**src/hse_pkg.sv**
```systemverilog
// Shared types and constants of the heap sort engine.
// Used by hse_cell and heap_sort_engine; depends on nothing else.
package hse_pkg;

  localparam int unsigned MaxItems = 64;
  localparam int unsigned FillW    = $clog2(MaxItems + 1);

  typedef struct packed {
    logic signed [31:0] sample_value;
    logic               batch_end;
  } in_item_t;

  typedef struct packed {
    logic signed [31:0] sorted_value;
    logic               final_flag;
  } out_item_t;

  // One value held in, or travelling along, the row of cells.
  typedef struct packed {
    logic               valid;
    logic signed [31:0] value;
  } slot_t;

endpackage

```
**src/hse_cell.sv**
```systemverilog
// One cell of the sorting row: keeps the smaller value, hands the larger on.
// Depends on hse_pkg for the slot type.
module hse_cell
  import hse_pkg::*;
(
  input  logic  clk_i,
  input  logic  rst_ni,
  input  logic  shift_i,
  input  slot_t pass_i,
  input  slot_t right_i,
  output slot_t pass_o,
  output slot_t hold_o
);

  slot_t hold_q, hold_d;
  slot_t pass_q, pass_d;

  always_comb begin
    hold_d       = hold_q;
    pass_d       = '0;
    pass_d.value = pass_i.value;
    if (shift_i) begin
      hold_d = right_i;
    end else if (pass_i.valid) begin
      if (!hold_q.valid) begin
        hold_d = pass_i;
      end else if (pass_i.value < hold_q.value) begin
        // The newcomer is smaller: it stays and the old value moves on.
        hold_d = pass_i;
        pass_d = hold_q;
      end else begin
        pass_d = pass_i;
      end
    end
  end

  always_ff @(posedge clk_i or negedge rst_ni) begin
    if (!rst_ni) begin
      hold_q <= '0;
      pass_q <= '0;
    end else begin
      hold_q <= hold_d;
      pass_q <= pass_d;
    end
  end

  assign pass_o = pass_q;
  assign hold_o = hold_q;

endmodule

```
**config.mk**
```make
export PLATFORM = sky130hd
export DESIGN_NAME = hse_cell
export DESIGN_NICKNAME = d
export VERILOG_FILES = /design/src/hse_pkg.sv /design/src/hse_cell.sv
export SDC_FILE = /design/constraint.sdc
export NUM_CORES = 1
export LEC_CHECK = 0
export BUFFER_PORTS_ARGS = -buffer_cell sky130_fd_sc_hd__buf_2
export CAP_MARGIN = 20
export CORE_MARGIN = 2
export CORE_UTILIZATION = 37
export CTS_CLUSTER_SIZE = 14
export DETAILED_ROUTE_END_ITERATION = 10
export PLACE_DENSITY = 0.65
export SLEW_MARGIN = 10
export SYNTH_ARGS = -nofsm -noshare
export SYNTH_HDL_FRONTEND = slang
export SYNTH_SLANG_ARGS = --single-unit
```
**constraint.sdc**
```tcl
create_clock -name clk_i -period 2.5 [get_ports clk_i]
set_clock_uncertainty 0.1 [all_clocks]
set_input_delay 0.5 -clock clk_i [delete_from_list [all_inputs] [get_ports clk_i]]
set_output_delay 0.5 -clock clk_i [all_outputs]
set_load 0.05 [all_outputs]
```
# After elaboration in Yosys (flattened, before gate mapping)
# Index checks and enable logic that the tools add are counted.
[totals] reg_bits=66 wordCells=16 output_inout_bits=66
[classes] reduce_logical=2 n_lt_le_gt_ge=1 eq_ne=1 mux=8
[op_table] operator="$mux 33" count=5
[op_table] operator="$mux 32" count=3
[op_table] operator="$lt 32x32->1" count=1
[op_table] operator="$ne 3x2->1 const B" count=1
[op_table] operator="$reduce_and 2->1" count=1
[op_table] operator="$reduce_bool 2->1" count=1

# Logic depth before layout (Yosys ltp)
[logic_depth] depth_word=5 depth_mapped=11

# Least setup slack after synthesis
# No wires, ideal clock.
[synth_path] kind="register to register" from="register hold_q, in the netlist hold_o[31]" to="register pass_q, in the netlist pass_o[10]" n_path_buf=1 slack_ns=-0.468 t_arrival_ns=2.740 stages_incl_launch_ff=11 cell_sequence="dfrtp_1 -> inv_1 -> ha_1 -> nand4_1 -> nor3_2 -> nand2_1 -> a2111oi_4 -> nor3_1 -> nand3b_2 -> buf_6 -> mux2_1"
[synth_lines] item="start, declared" line="hse_cell.sv:15" rtl="slot_t hold_q, hold_d;"
[synth_lines] item="start signal, assigned" line="hse_cell.sv:42" rtl="hold_q <= hold_d;"
[synth_lines] item="end signal, assigned" line="hse_cell.sv:43" rtl="pass_q <= pass_d;"
[synth_lines] item="end, declared" line="hse_cell.sv:16" rtl="slot_t pass_q, pass_d;"

# Final worst setup path
[layout_path] from="register hold_q, in the netlist hold_o[14]" to="register hold_q, in the netlist hold_o[13]"
[layout_between] elab_chain_len=3
[layout_lines] item="$lt 32x32->1" line="hse_cell.sv:27" rtl="end else if (pass_i.value < hold_q.value) begin"
[layout_lines] item="$ne 3x2->1 (no line)"
[layout_lines] item="$reduce_and 2->1 (no line)"
# No other way between the ends.
# A chain may end at the register's enable or synchronous reset.

==> summary.md <==
| Metric | Value |
|---|---|
| Number of synthesized register bits | `66` |
| Gr usage total | `20.4%` |
| Vias/cell | `4.91` |
| # hold bufs at CTS | `0` |
| Worst path max stage delay | `0.40 ns` |
| Crit path time final | `2.68 ns` |
| Clk root buf | `clkbuf_8` |
| Worst IR Drop VDD | `0.389 mV` |
| Post-synth EDFFs | `0` |
| Worst reg-to-reg setup slack | `-0.18 ns` |
| Post-DP HPWL | `7290 um` |
| Initial DRC count | `61` |
| End of the worst register-to-register path | `hold_o[13]` |
| Syn Nets | `433` |
| Ys Warns | `0` |
| Top delay family on crit path | `compound AO/OA/AOI/OAI gates` |
| Via count | `3271` |
| Outcome | `complete, but fails checks` |
| Leakage | `2.89 nW` |
| Startpoint type of the worst setup path | `flop` |
| Cts bufs inserted | `9` |
| FMAX | `0.372 GHz` |
| Synth unique cells | `34` |
| Routability cong. | `0.760` |
| Syn avg cell area | `11.0 um2` |
| Synth Instances | `333` |
| Clock tree sinks | `66` |
| Hold slack final | `0.0786 ns` |
| Post-Syn Area | `3660 um2` |
| Fin cells | `666` |
| Placed Instances | `646` |
| Vias in the first global route | `3335` |
| FILL cells | `830` |
| Final setup viols | `63` |
| HP Class | `in -> async` |
| Worst setup EP type | `flop` |
| CTS H-tree depth | `3` |
| Final hold vios | `0` |
| Number of diodes | `0` |
| Total grt overflow | `0` |
| Tot Pwr | `4.21 mW` |
| Slew headroom | `75.2%` |
| Worst slack at placement | `-0.571 ns` |
| Global routing usage on met3 | `3.90%` |
| Register area | `1680 um2` |
| Layout cells sized above 1 | `59.8%` |
| Clk pin slew, worst setup/hold paths | `0.07 ns` |
| Final Max Slew Viols | `0` |
| # DRC | `0` |
| Crit path arrival time | `2.86 ns` |
| TritonCTS clock tree | `yes` |
| P&R area growth vs syn | `55.1%` |
| Worst Path Buf+Inv | `3` |
| Multi-input logic area | `2150 um2` |
| Initial core utilization | `37.8%` |
| Register area share after synthesis | `45.2%` |
| Power per Cell Area | `742 nW/um2` |
| Io pins | `135` |
| Max-Cap Viols | `0` |
| Core ar. | `9680 um2` |
| Crit Path Category | `reg -> reg` |
| Skew-Pair Late Insertion Delay | `0.35 ns` |
| Failing checks | `negative setup slack` |
| Top_reg_cell synth | `dfrtp_1` |
| Die area | `10700 um2` |
| R2R depth | `11` |
| Initial antenna violation count | `0` |
| Slowest stage cell, crit path | `a2111oi_4` |
| CP Cell Sequence | `inv_2, ha_4, nand4_1, nor3_4, a311oi_4, a2111oi_4, buf_4, o2111ai_4, and2_4, clkbuf_16, a21oi_2` |
| RSZ-0062 raised after global routing | `true` |
| Final worst setup slack | `-0.185 ns` |
| Final worst-path cycle share | `107%` |
| Max Root-Sink Buffers | `2` |
| Largest net degree at the start of global routing | `67` |
| Total Nets Final | `628` |
| Met1 usage | `26.7%` |
| Worst Path Max Fanout | `8` |
| Top Usage Layer GRT | `met2` |
| Final WL | `10600 um` |
| Port bufs | `134` |
| Die H | `103 um` |
| Row cnt | `36` |
| Antenna-violating nets left | `0` |
| Post-synth ARST share | `100%` |
| Drt pass-1 iters | `4` |
| Die width | `103 um` |
| Critical Path RT | `2.67 ns` |
| Instance count on the critical path | `11` |
| Global-route met2 utilization | `34.3%` |
| Routed length per placed instance | `16.0 um` |
| First-pass GRT wire length | `16500 um` |
| Worst r2r src | `hold_o[14]` |
| Least-Margin Pin Slew | `0.368 ns` |
cells in the mapped netlist, drive strengths merged, types with 3 or more instances:
master	count	area, um2
a21o	3	22.5
buf	8	76.3
nor3	5	35.0
inv	34	128
a21oi	73	365
nand3	3	15.0
mux2	32	360
dfrtp	66	1650
nand2	9	33.8
o21ai	7	35.0
mux2i	32	320
clkbuf	9	33.8
ha	31	388
worst max path at each step:
| stage | start | endpoint | slack (ns) |
|---|---|---|---|
| floorplan | hold_o[14] | pass_o[10] | -0.17 |
| global placement | pass_i[7] | pass_o[7] | -0.52 |
| detailed placement | pass_i[7] | pass_o[2] | -0.57 |
| CTS | hold_o[14] | pass_o[4] | -0.15 |
| global route | hold_o[14] | hold_o[13] | -0.28 |
| finish | hold_o[14] | hold_o[13] | -0.18 |
registers in the layout, summed over array words and instances (netlist names):
signal	count
hold_o	33
pass_o	33
per-stage QoR:
step / util, % / cell area, um2 / setup TNS (ns)
floorplan: - / 3690 / -9.53
global placement: 51.3 / 4970 / -26.39
detailed placement: 51.3 / 4970 / -28.87
CTS: 56.7 / 5490 / -7.86
global route: 58.5 / 5670 / -15.64
finish: 58.5 / 5670 / -9.73
timing repair:
item	CTS	global route
cloned	1	2
pin swaps	2	3
gates resized for setup	60	27
setup endpoints to repair	63	64
buffers inserted	1	0
per-layer routing:
layer | wire length (um) | vias to the layer above
li1 | - | 1574
met1 | 4870 | 1586
met2 | 5150 | 100
met3 | 509 | 11
met4 | 119 | 0
met5 | 0 | -
where the power goes:
| part | internal [mW] | switching [mW] |
|---|---|---|
| clock network | 0.642 | 0.427 |
| registers | 1.22 | 0.0677 |
| logic | 0.689 | 1.16 |
area by class of cell:
type | instances | area share (%)
flip-flops and latches | 66 | 29.6
clock buffers | 12 | 2.91
inverters | 34 | 2.25
well taps | 133 | 2.94
multi-input cells | 216 | 38.0
repair buffers | 201 | 23.0
clock inverters | 4 | 1.28
cell families after synthesis:
| logic type | Yosys count | share of synthesized area (%) |
|---|---|---|
| compound gates | 94 | 15.0 |
| fa+ha+maj | 31 | 10.6 |
| buf+inv | 51 | 6.50 |
| flops | 66 | 45.2 |
| mux | 64 | 18.6 |
| simple gates | 27 | 4.07 |
cell usage in the layout, fill, tap and decap left out, types with 4 or more instances in the layout:
cell,count
buf_2,134
buf_12,5
ha_1,28
inv_1,31
mux2_1,11
dfrtp_2,23
buf_4,57
mux2i_1,32
nand2_1,9
mux2_4,21
a21oi_1,34
a21oi_4,6
a21oi_2,33
o21ai_0,4
clkbuf_8,12
dfrtp_1,43
Note: power is estimated with default switching activity, not from simulation.
